<file path="config.mk">
export PLATFORM = sky130hd
export DESIGN_NAME = dpcm_predictor
export DESIGN_NICKNAME = d
export VERILOG_FILES = /design/src/hdl/dpcm_pkg.sv /design/src/hdl/dpcm_predictor.sv
export SDC_FILE = /design/constraint.sdc
export NUM_CORES = 1
export LEC_CHECK = 0
export ABC_CLOCK_PERIOD_IN_PS = 32900
export BUFFER_PORTS_ARGS = -buffer_cell sky130_fd_sc_hd__buf_2
export CORE_MARGIN = 10
export CORE_UTILIZATION = 41
export DETAILED_ROUTE_END_ITERATION = 7
export GPL_TIMING_DRIVEN = 0
export PLACE_DENSITY_LB_ADDON = 0.12
export SETUP_SLACK_MARGIN = 0.2
export SLEW_MARGIN = 20
export SYNTH_ARGS = -nofsm -noshare
export SYNTH_HDL_FRONTEND = slang
export SYNTH_SLANG_ARGS = --single-unit
</file>
<file path="constraint.sdc">
create_clock -name vclk -period 32.9
set_clock_uncertainty 0.05 [all_clocks]
set_input_delay 6.58 -clock vclk [all_inputs]
set_output_delay 6.58 -clock vclk [all_outputs]
set_load 0.02 [all_outputs]
</file>
<file path="src/hdl/dpcm_pkg.sv">
package dpcm_pkg;

  localparam int DEF_MAX_WIDTH  = 1024;
  localparam int DEF_MAX_HEIGHT = 1024;

  localparam int SIZE_W  = 11;
  localparam int ADDR_W  = 4;
  localparam int DATA_W  = 32;
  localparam int LEVELS  = 256;

  localparam logic [1:0] REG_MODE   = 2'd0;
  localparam logic [1:0] REG_WIDTH  = 2'd1;
  localparam logic [1:0] REG_HEIGHT = 2'd2;

  localparam logic              MODE_ENCODE  = 1'b0;
  localparam logic [SIZE_W-1:0] WIDTH_RST    = 11'd1024;
  localparam logic [SIZE_W-1:0] HEIGHT_RST   = 11'd1024;

  localparam logic [7:0] EMPTY_PRED = 8'((LEVELS - 1) / 2);
  // floor(s/3) == (s*683) >> 11 for s <= 765
  localparam logic [9:0] DIV3_MUL   = 10'd683;
  localparam int         DIV3_SHIFT = 11;

  typedef struct packed {
    logic              mode;
    logic [SIZE_W-1:0] image_width;
    logic [SIZE_W-1:0] image_height;
  } cfg_t;

  typedef struct packed {
    logic [7:0] sample_in;
  } in_item_t;

  typedef struct packed {
    logic [7:0] sample_out;
    logic       end_of_row;
    logic       end_of_frame;
  } out_item_t;

  typedef struct packed {
    logic x_nz;
    logic y_nz;
    logic ur_in;
    logic mode;
  } pred_ctl_t;

endpackage

</file>
<file path="src/hdl/dpcm_predictor.sv">
module dpcm_predictor
  import dpcm_pkg::*;
(
  input  pred_ctl_t  ctl,
  input  logic [7:0] left_px,
  input  logic [7:0] ul_px,
  input  logic [7:0] up_px,
  input  logic [7:0] ur_px,
  input  logic [7:0] sample,
  output logic [7:0] result,
  output logic [7:0] pixel
);

  logic [9:0]  sum;
  logic [2:0]  count;
  logic [19:0] prod;
  logic [7:0]  pred;

  always_comb begin
    sum   = '0;
    count = '0;
    if (ctl.x_nz) begin
      sum   = sum + 10'(left_px);
      count = count + 3'd1;
    end
    if (ctl.x_nz && ctl.y_nz) begin
      sum   = sum + 10'(ul_px);
      count = count + 3'd1;
    end
    if (ctl.y_nz) begin
      sum   = sum + 10'(up_px);
      count = count + 3'd1;
    end
    if (ctl.y_nz && ctl.ur_in) begin
      sum   = sum + 10'(ur_px);
      count = count + 3'd1;
    end
  end

  assign prod = sum * DIV3_MUL;

  always_comb begin
    case (count)
      3'd1:    pred = sum[7:0];
      3'd2:    pred = sum[8:1];
      3'd3:    pred = prod[DIV3_SHIFT+7:DIV3_SHIFT];
      3'd4:    pred = sum[9:2];
      default: pred = EMPTY_PRED;
    endcase
  end

  assign result = pred - sample;
  assign pixel  = (ctl.mode == MODE_ENCODE) ? sample : result;

endmodule

</file>
After elaboration in Yosys (flattened, before gate mapping)
Index checks and enable logic that the tools add are counted.

Flip-flop bits (word level): 0. Bits of input ports: 44. Logic and storage cells: 24.

Add/sub/neg operators: 7. Multiply operators: 1. Equal/unequal tests: 4. Multiplexer cells: 10. Reductions and logical operators: 2.

Operators with widths (number): 8-bit one-hot mux with 4 select lines (1); 10-bit by 8-bit adder with 10-bit output (3); 10-bit two-way mux (3); 10-bit by 10-bit multiplier with 19-bit output, second input constant (1); 8-bit two-way mux (2); 3-bit by 1-bit adder with 3-bit output, second input constant (3); 3-bit two-way mux (3); 8-bit subtractor (1); 3-bit by 2-bit == test with 1-bit output, second input constant (2); 3-bit by 1-bit == test with 1-bit output, second input constant (1); 3-bit == test, second input constant (1); 1-bit logical AND (2); 1-bit two-way mux (1).

Depth between registers and ports, before layout
Word-level depth: 11. Gate-level depth with buffers: 53. Gate-level depth less buffers: 53.

Worst setup path after synthesis
OpenSTA, ideal clock, no wires.

Path kind: input to output. Start: in ctl[3] (netlist name). End: out pixel[7]. Arrival: 16166 ps. Slack: 10104 ps. Stages: 45. Path through: clkbuf_1 and2_1 ha_1 a21o_1 a21oi_1 xnor2_1 nand2_1 xor2_1 ha_1 o21a_1 o31a_1 a211oi_1 a21o_1 ha_1 o21a_1 o31a_1 o31ai_1 a21oi_1 [... 9 more ...] ha_1 a21oi_1 and4b_1 o2bb2ai_1 o21ba_4 o21ai_4 a2111oi_2 nor3_2 xnor2_1 o221ai_1 ha_1 nor3_1 nand3_1 and3_1 or2_2 a311o_1 and3_1 o21ai_1.

Word-level cells in the longest chain between the ends: 11. Elaborated cells on any way between the ends: 23. Classes of those cells: add/sub (7); mul (1); eq/ne (4); mux (10); reduce/logical (1).

RTL lines: from (decl) (RTL line dpcm_predictor.sv:4) `input pred_ctl_t ctl,`; 8-bit two-way mux or 1-bit two-way mux (tied branches) (RTL line dpcm_predictor.sv:22) `if (ctl.x_nz) begin`; 10-bit by 8-bit adder with 10-bit output or 3-bit by 1-bit adder with 3-bit output (tied branches) (RTL line dpcm_predictor.sv:27, dpcm_predictor.sv:28); 10-bit two-way mux or 3-bit two-way mux (tied branches) (RTL line dpcm_predictor.sv:26) `if (ctl.x_nz && ctl.y_nz) begin`; 10-bit by 8-bit adder with 10-bit output or 3-bit by 1-bit adder with 3-bit output (tied branches) (RTL line dpcm_predictor.sv:31, dpcm_predictor.sv:32); 10-bit two-way mux or 3-bit two-way mux (tied branches) (RTL line dpcm_predictor.sv:30) `if (ctl.y_nz) begin`; 10-bit by 8-bit adder with 10-bit output or 3-bit by 1-bit adder with 3-bit output (tied branches) (RTL line dpcm_predictor.sv:35, dpcm_predictor.sv:36); 10-bit two-way mux or 3-bit two-way mux (tied branches) (RTL line dpcm_predictor.sv:34) `if (ctl.y_nz && ctl.ur_in) begin`; 10-bit by 10-bit multiplier with 19-bit output, or another cell as far along (RTL line dpcm_predictor.sv:40) `assign prod = sum * DIV3_MUL;`; 8-bit one-hot mux with 4 select lines (*) (RTL line dpcm_predictor.sv:43) `case (count)`; 8-bit subtractor (*) (RTL line dpcm_predictor.sv:52) `assign result = pred - sample;`; 8-bit two-way mux (*) (RTL line dpcm_predictor.sv:53) `assign pixel = (ctl.mode == MODE_ENCODE) ? sample : result;`; to (decl) (RTL line dpcm_predictor.sv:11) `output logic [7:0] pixel`.

Every way passes the cells marked *; elsewhere a longest branch is shown, timed or not.

Worst setup path in the final report
Same ends and word-level chain as after synthesis.

==> results.toml <==
[floorplan]
start_util = 0.426
die_h_um = 118
die_w_um = 118
core_area_mm2 = 0.00933
rows = 35
dieArea_mm2 = 0.0140
ioPinCount = 60

[status]
outcome = "completed"

[drt]
drt-total-wl_um = 10600
firstDrtPassIters = 4
drtIter0Drc = 184
ant_nets = 0
wl_per_cell_um = 15.1
drc = 0
dr_total_vias = 3802
viasPerCell = 5.43

[power]
p_leak_nw = 2.26
ir_worst_vdd_uv = 93.4
p_total_mw = 0.420
p_per_area_mw_per_mm2 = 94.7

[placed_design]
routabilityCongestion = 0.851
port_buffers = 60
dpl_cell_area_mm2 = 0.00444
dp.cells = 700
place_hpwl_um = 9230
dp_slack_ps = 8280

[setup_path]
cp_common_cell = "ha_1"
cp_num_cells = 47
crit_required_ps = 26270
slowest_stage = "xor2_1"
critPathCaptureType = "primary output"
critPathKind = "in -> out"
max_stage_delay_ps = 600
worstPathMaxFanout = 10
cp.arrival_ps = 17980
cp_top_family = "compound AO/OA/AOI/OAI gates"
start_kind = "input pin"
crit_buf_inv = 5

[yosys]
syn_avg_cell_area_um2 = 7.78
synth_area_leaders = "ha_1, fa_1, inv_1, xnor2_1, a21oi_1"
synth_top_area_frac = 0.286
synth.distinct_cells = 64
yosysTopAreaCell = "ha_1"
netlist_area_mm2 = 0.00398
yosys_warnings = 0
synth.most_common_cell = "ha_1"
mappedNetlistNets = 670
netlist_instances = 511
synth_common_cells = "ha_1, inv_1, nand2_1, a21oi_1, nor2_1"
synth_seq_area_share = 0

[sta]
rsz0062_at_grt = "false"
min_period_over_period = 0.748
tightest_slew_ps = 969
max_freq_ghz = 0.0406
min_period_ps = 24610
tns_ps = 0
relSlewSlack = 0.354
slew_viol_final = 0
finalSetupViolCount = 0
hold_ws_ps = 13480
worst_slack_ps = 8290
hold_viol_final = 0

[grt]
grt_max_degree = 12
grt_overflow = 0
grt_pass1_vias = 3757
grt_use_total = 0.145
grt_pass1_wl_um = 17700
antenna_found_initial = 0

[layout]
final-seq-area_um2 = 0
num_antenna_cells = 0
seq_cells = 0
nNetsFinal = 732
layout.cells.non_filler = 700
final_area_mm2 = 0.00444
post-route-util = 0.476
filler_cell_count = 954
nClkBuffers = 0
drive_above_1_share = 0.137
syn2layout_area_growth_pct = 11.6

[clock_network]
cts_setup_buffers = 0
cts.repair.resized = 0
hold_buffers = 0

[run]
maxCapViolCount = 0

[min_path]
hold_path_depth = 3
holdCritPathClass = "in -> out"
## kinds of logic (layout without fill, tap and decap cells)
kind of cell,count (synthesis),after routing,synth area share
AO/OA/AOI/OAI,144,144,0.255
XOR/XNOR,32,32,0.0705
adder cells (fa/ha/maj),115,115,0.407
buffers and inverters,75,135,0.0739
multiplexers,9,9,0.0236
AND/OR/NAND/NOR,136,136,0.170
## power breakdown
group | switching [mW] | total, mW | leakage, nW | internal, mW
clock | 0 | 0 | 0 | 0
sequential | 0 | 0 | 0 | 0
combinational | 0.241 | 0.420 | 2.26 | 0.179
## area by class of cell
type	count	area, µm²	area share
Tap cell	129	161	0.0364
Buffer	9	46.3	0.0104
Multi-Input combinational cell	436	3680	0.830
Inverter	66	248	0.0558
Timing Repair Buffer	60	300	0.0676
## routing by layer
| layer | wire length, µm | GRT usage | vias up |
|---|---|---|---|
| li1 | - | - | 1961 |
| met1 | 4800 | 0.185 | 1738 |
| met2 | 5100 | 0.264 | 93 |
| met3 | 528 | 0.0133 | 10 |
| met4 | 130 | 0.0168 | 0 |
| met5 | 0 | 0 | - |
## final timing paths
kind  startpoint        to
min    sample[0]  pixel[0]
max       ctl[3]  pixel[7]
## cell usage in the layout (no fill, tap or decap), types with 4 or more instances in the layout
cell | Yosys | layout
fa_1 | 24 | 24
nand3_1 | 7 | 7
buf_2 | 1 | 61
a211oi_1 | 10 | 10
xor2_1 | 14 | 14
o21ai_0 | 30 | 30
nor3_1 | 11 | 11
clkbuf_1 | 6 | 6
nor2b_1 | 9 | 9
a21o_1 | 10 | 10
and3_1 | 6 | 6
nand2_1 | 41 | 41
nand2b_1 | 4 | 4
inv_1 | 65 | 65
o21ai_1 | 6 | 6
o211ai_1 | 6 | 6
nor2_1 | 31 | 31
a221oi_1 | 6 | 6
o21a_1 | 5 | 5
mux2i_1 | 6 | 6
ha_1 | 91 | 91
xnor2_1 | 18 | 18
and2_1 | 10 | 10
o2bb2ai_1 | 5 | 5
o21bai_1 | 4 | 4
a21oi_1 | 31 | 31
Note: power is estimated with default switching activity, not from simulation.
