==> src/hdl/dpcm_pkg.sv <==
package dpcm_pkg;

  localparam int DEF_MAX_WIDTH  = 1024;
  localparam int DEF_MAX_HEIGHT = 1024;

  localparam int SIZE_W  = 11;
  localparam int ADDR_W  = 4;
  localparam int DATA_W  = 32;
  localparam int LEVELS  = 256;

  localparam logic [1:0] REG_MODE   = 2'd0;
  localparam logic [1:0] REG_WIDTH  = 2'd1;
  localparam logic [1:0] REG_HEIGHT = 2'd2;

  localparam logic              MODE_ENCODE  = 1'b0;
  localparam logic [SIZE_W-1:0] WIDTH_RST    = 11'd1024;
  localparam logic [SIZE_W-1:0] HEIGHT_RST   = 11'd1024;

  localparam logic [7:0] EMPTY_PRED = 8'((LEVELS - 1) / 2);
  // floor(s/3) == (s*683) >> 11 for s <= 765
  localparam logic [9:0] DIV3_MUL   = 10'd683;
  localparam int         DIV3_SHIFT = 11;

  typedef struct packed {
    logic              mode;
    logic [SIZE_W-1:0] image_width;
    logic [SIZE_W-1:0] image_height;
  } cfg_t;

  typedef struct packed {
    logic [7:0] sample_in;
  } in_item_t;

  typedef struct packed {
    logic [7:0] sample_out;
    logic       end_of_row;
    logic       end_of_frame;
  } out_item_t;

  typedef struct packed {
    logic x_nz;
    logic y_nz;
    logic ur_in;
    logic mode;
  } pred_ctl_t;

endpackage

==> src/hdl/dpcm_apb_regs.sv <==
module dpcm_apb_regs
  import dpcm_pkg::*;
(
  input  logic              clk,
  input  logic              rst,
  input  logic              psel,
  input  logic              penable,
  input  logic              pwrite,
  input  logic [ADDR_W-1:0] paddr,
  input  logic [DATA_W-1:0] pwdata,
  output logic [DATA_W-1:0] prdata,
  output logic              pready,
  output cfg_t              cfg
);

  logic [1:0] index;
  logic       wr;

  assign index  = paddr[3:2];
  assign pready = 1'b1;
  assign wr     = psel && penable && pwrite;

  always_ff @(posedge clk) begin
    if (rst) begin
      cfg.mode         <= MODE_ENCODE;
      cfg.image_width  <= WIDTH_RST;
      cfg.image_height <= HEIGHT_RST;
    end else if (wr) begin
      case (index)
        REG_MODE:   cfg.mode         <= pwdata[0];
        REG_WIDTH:  cfg.image_width  <= pwdata[SIZE_W-1:0];
        REG_HEIGHT: cfg.image_height <= pwdata[SIZE_W-1:0];
        default: ;
      endcase
    end
  end

  always_comb begin
    prdata = '0;
    case (index)
      REG_MODE:   prdata = DATA_W'(cfg.mode);
      REG_WIDTH:  prdata = DATA_W'(cfg.image_width);
      REG_HEIGHT: prdata = DATA_W'(cfg.image_height);
      default:    prdata = '0;
    endcase
  end

endmodule

==> config.mk <==
export PLATFORM = sky130hd
export DESIGN_NAME = dpcm_apb_regs
export DESIGN_NICKNAME = d
export VERILOG_FILES = /design/src/hdl/dpcm_pkg.sv /design/src/hdl/dpcm_apb_regs.sv
export SDC_FILE = /design/constraint.sdc
export NUM_CORES = 1
export LEC_CHECK = 0
export BUFFER_PORTS_ARGS = -buffer_cell sky130_fd_sc_hd__buf_2
export CAP_MARGIN = 30
export CORE_MARGIN = 5
export CORE_UTILIZATION = 35
export CTS_BUF_LIST = sky130_fd_sc_hd__clkbuf_8
export CTS_CLUSTER_SIZE = 28
export DETAILED_ROUTE_END_ITERATION = 10
export GPL_TIMING_DRIVEN = 0
export PLACE_DENSITY_LB_ADDON = 0.15
export SLEW_MARGIN = 25
export SYNTH_ARGS = -nofsm -noshare
export SYNTH_HDL_FRONTEND = slang
export SYNTH_SLANG_ARGS = --single-unit
==> constraint.sdc <==
create_clock -name clk -period 1.2 [get_ports clk]
set_clock_uncertainty 0.1 [all_clocks]
set_input_delay 0.24 -clock clk [delete_from_list [all_inputs] [get_ports clk]]
set_output_delay 0.24 -clock clk [all_outputs]
set_load 0.01 [all_outputs]
* Yosys cells after proc, flatten, opt, wreduce, memory -nomap -nowiden *
Index checks and enable logic that the tools add are counted.
Widths: inputs -> output; s select.

word-level totals
  register bits after elaboration = 23
  input bits = 41
  output and inout bits = 56

operators by class
  eq/ne operators = 2
  mux-type cells = 1
  reductions and logical operators = 6

operator list
  kind                count
  $pmux 11 s3         1
  $reduce_and 2->1    3
  $eq 2x1->1 const B  1
  $eq 2x2->1 const B  1
  $logic_and 1x1->1   2
  $logic_not 2->1     1

* Depth between registers and ports, before layout *
  depth in word-level cells = 3
  mapped depth = 4
  gate-level depth less buffers = 3

* Worst setup path before layout *
Ideal clock, no wire load.

  path type = input to output
  from = in paddr[3]
  to = out prdata[10]
  arrival = 823 ps
  data required time = 860 ps
  path slack = 37 ps
  stages on the path = 3
  path buffers = 1
  cells stage by stage = and2b_1 buf_2 a22o_1

between the ends
  word-level cells in the longest chain between the ends = 2
  elaborated cells on any way between the ends = 4
  those cells by class = eq/ne (2); mux (1); reduce/logical (1)

ends and longest elaborated chain
  what                                line                 source
  start: declaration                  dpcm_apb_regs.sv:9   input logic [ADDR_W-1:0] paddr,
  $eq 2x2->1 (tied with other cells)  dpcm_apb_regs.sv:40  case (index)
  $pmux 11 s3 (*)                     dpcm_apb_regs.sv:40
  end: declaration                    dpcm_apb_regs.sv:11  output logic [DATA_W-1:0] prdata,

Every way passes the cells marked *; elsewhere a longest branch is shown, timed or not.

* Final worst setup path *
  from = in paddr[2]
  to = out prdata[7]

Same word-level chain as after synthesis.

==> out/metrics.sh <==
SETUP_WS_NS=-0.2022
WORST_SKEW_PAIR.LATE_LATENCY_NS=0.26
POST_DRT_VIA_CELL_RATIO=4.290
WORST_SETUP_PATH_START_KIND='input pin'
CLOCK_TREE.HTREE_LEVEL_COUNT=1
PORT-BUFFER-COUNT=51
SYN-INSTANCE-COUNT=131
TIMING.SETUP.TNS_NS=-1.983
CRIT_CHAIN='buf_8 -> and2b_2 -> buf_6 -> a22o_1 -> buf_2'
FLOORPLAN.CORE_AREA_MM2=0.003416
CRIT_PATH_MAX_FANOUT=5
CRITICAL_PATH.MAX_STAGE_DELAY_NS=0.22
DETAILROUTE.VIA_COUNT=1111
NETLIST-CELL-TYPE-COUNT=17
GRT_START_MAX_NET_PINS=13
DIEWIDTH_UM=70.15
TRITONCTS='yes'
GP_CONGESTION=0.6954
TIMING.FINAL.SETUP_VIOLATIONS=11
SYNTH.FF_LATCH_COUNT=23
STATUS='finished with violations'
TIMING.FINAL.HOLD_VIOLATIONS=0
RSZ0062_AT_GRT='yes'
SYN2LAYOUT_AREA_GROWTH_PCT=41.80
INSERTEDDIODECOUNT=0
POST_ROUTE_ANTENNA_NET_VIOLATION_COUNT=0
SYNTH.CELL_AREA_MM2=0.001266
VIOLATIONS='setup timing'
POST-PLACE-WS_NS=-0.3028
MOST_FREQUENT_STANDARD_CELL_IN_THE_LAYOUT_EXCLUDING_FILL_AND_TAP_CELLS='buf_2'
SLOWEST_STAGE_CELL_ON_THE_CRITICAL_PATH='and2b_2'
MIN_PERIOD_NS=1.402
CTSROOTBUFFERMASTER='clkbuf_8'
YOSYSTOPAREACELL='dfxtp_1'
CPLARGESTDELAYFAMILY='buffers and inverters'
POST_SYNTH_MAIN_AREA_CONTRIBUTORS='dfxtp_1 36%, mux2i_1 19%, nand2b_1 15%'
GLOBAL_ROUTE.USAGE.TOTAL_PCT=14.40
DRT_FIRST_PASS_ITERS=4
ANTENNA_VIOLATIONS_BEFORE_REPAIR=0
DIE-AREA_MM2=0.004920
LARGEST_REGISTER_FF_COUNT=23
IO_PINS=97
SYN-MEAN-INSTANCE-AREA_UM2=9.666
HOLD_PATH_CLASS='input pin to flop'
YOSYS_WARNINGS=0
MAX_FREQ_MHz=713.1
FLOORPLAN.INITIALDENSITY_PCT=37.07
ROUTE.DETAILED.WL_PER_INST_UM=12.92
POST_ROUTE_CELLS_DRIVE_ABOVE_1_SHARE_PCT=43.19
DESIGN.FINAL.NETS=255
FLOORPLAN.DIE.HEIGHT_UM=70.15
SEQUENTIAL_SHARE_OF_THE_SYNTHESIZED_AREA_PCT=36.36
TIMING.FINAL.MAX_SLEW_VIOLATIONS=0
POWER.LEAKAGE_nW=0.9452
CRITICAL_PATH_BUF_INV_COUNT=3
PEAKVDDDROP_V=0.0004106
NUMBER_OF_BUFFERS_ADDED_BY_THE_CLOCK_TREE_SYNTHESIS_STEP=3
REG.LARGEST.LIST='cfg x23'
CLOCK_SINKS=23
GLOBALROUTE.TOTALOVERFLOW=0
MAX_CAP_VIOL_COUNT=0
WORSTPATHARRIVAL_NS=1.06
LAYOUT_COMMON_CELLS='49 x buf_2, 31 x nand2b_1, 29 x buf_4'
NUM_ROWS=21
FILLERS=350
TOTAL_POWER_mW=1.515
WORST_EP_REQUIRED_TIME_NS=0.86
TOTAL_POWER_DENSITY_PER_CELL_AREA_mW_PER_MM2=843.7
DETAIL_ROUTE.ITER0.VIOLATIONS=11
DETAILEDPLACEMENTHPWL_MM=2.485
GRT_FIRST_PASS_WIRELENGTH_MM=5.699
CLK_PIN_SLEW_WORST_PATHS_NS=0.08
ENDPOINT_KIND='primary output'
CTS_MAX_PATH_BUFFERS=2
FIRST_GLOBAL_VIAS=1178
SYNTH_TOP_AREA_SHARE_PCT=36.36
REGISTER_BANK_WITH_THE_MOST_FLOPS='cfg'
SETUP.WORST_PATH.CLASS='input pin to primary output'
WL_MM=3.346
POST-ROUTE-PERIOD-UTIL_PCT=116.9
CTS.HOLD.BUFFERS_ADDED=0
DRC_ERRORS=0
==> metal layers <==
layer	vias to the layer above	wire [um]	share of wire (%)	track usage, %
met5	-	0	0	0
met4	0	14	0.42	4.468
met3	2	270	8.1	4.448
met2	43	1656	49	24.87
met1	506	1405	42	16.96
li1	560	-	-	-
==> final timing paths <==
check                           startpoint   endpoint  slack, ns  cells past startpoint
worst max-delay path              paddr[2]  prdata[7]      -0.20                      5
worst min-delay path              paddr[3]    cfg[22]       0.15                      3
worst max register to register      cfg[2]     cfg[2]       0.47                      2
worst min register to register     cfg[11]    cfg[11]       0.38                      2
==> area by class of cell <==
cell class,count,area (um2),area share [%]
tap,46,57.56,3.206
buffer,29,217.7,12.13
timing repair buffer,58,331.6,18.47
clock inverter,1,3.754,0.2091
clock buffer,3,41.29,2.300
sequential,23,462.9,25.78
multi-input combinational,99,680.7,37.91
==> logic make-up (layout without fill, tap and decap cells) <==
| logic type | Yosys count | in the layout | synth area share [%] |
|---|---|---|---|
| AO/OA/AOI/OAI | 11 | 11 | 7.312 |
| flip-flops | 23 | 23 | 36.36 |
| AND/OR/NAND/NOR | 42 | 42 | 20.85 |
| multiplexers | 24 | 24 | 18.97 |
| other | 2 | 22 | 0.5931 |
| buffers and inverters | 29 | 91 | 15.91 |
==> power breakdown <==
| part | switching [mW] | internal [mW] | total, mW | leakage [nW] |
|---|---|---|---|---|
| Sequential | 0.00762 | 0.773 | 0.780 | 0.187 |
| Combinational | 0.128 | 0.145 | 0.273 | 0.732 |
| Clock | 0.233 | 0.228 | 0.461 | 0.0269 |
==> worst register-to-register path, delay by kind of cell (launching register included) <==
| kind | cells | cell delay, ns |
|---|---|---|
| flip-flops | 1 | 0.37 |
| multiplexers | 1 | 0.13 |
| AND/OR/NAND/NOR | 1 | 0.06 |
==> synth_stat cells <==
master,count
mux2i_1,24
nor2b_1,1
nor3_1,1
nand2_1,1
conb_1,2
o21ai_0,1
nand2b_1,31
nor3b_2,2
dfxtp_1,23
and2b_1,1
clkbuf_1,3
buf_4,24
nand4_1,1
buf_2,2
nand3_1,1
nor2_1,3
a22o_1,10
==> per-stage QoR <==
step / util (%) / instance area [um2] / cells / hold slack, ns
2_1_floorplan: - / 1341 / 151 / 0.3156
3_3_place_gp: 48.42 / 1654 / 248 / 0.3721
3_5_place_dp: 48.42 / 1654 / 248 / 0.3840
4_1_cts: 52.01 / 1777 / 257 / 0.1506
5_1_grt: 52.56 / 1795 / 259 / 0.1569
6_report: 52.56 / 1795 / 259 / 0.1538
==> timing repair <==
action,CTS,global route
endpoints found under the setup margin,11,19
gates cloned,1,0
gates resized for setup,15,1
setup buffers,4,2
pin swaps,10,4
endpoints found under the hold margin,0,0
No activity file was read; power rests on OpenSTA's default activity.
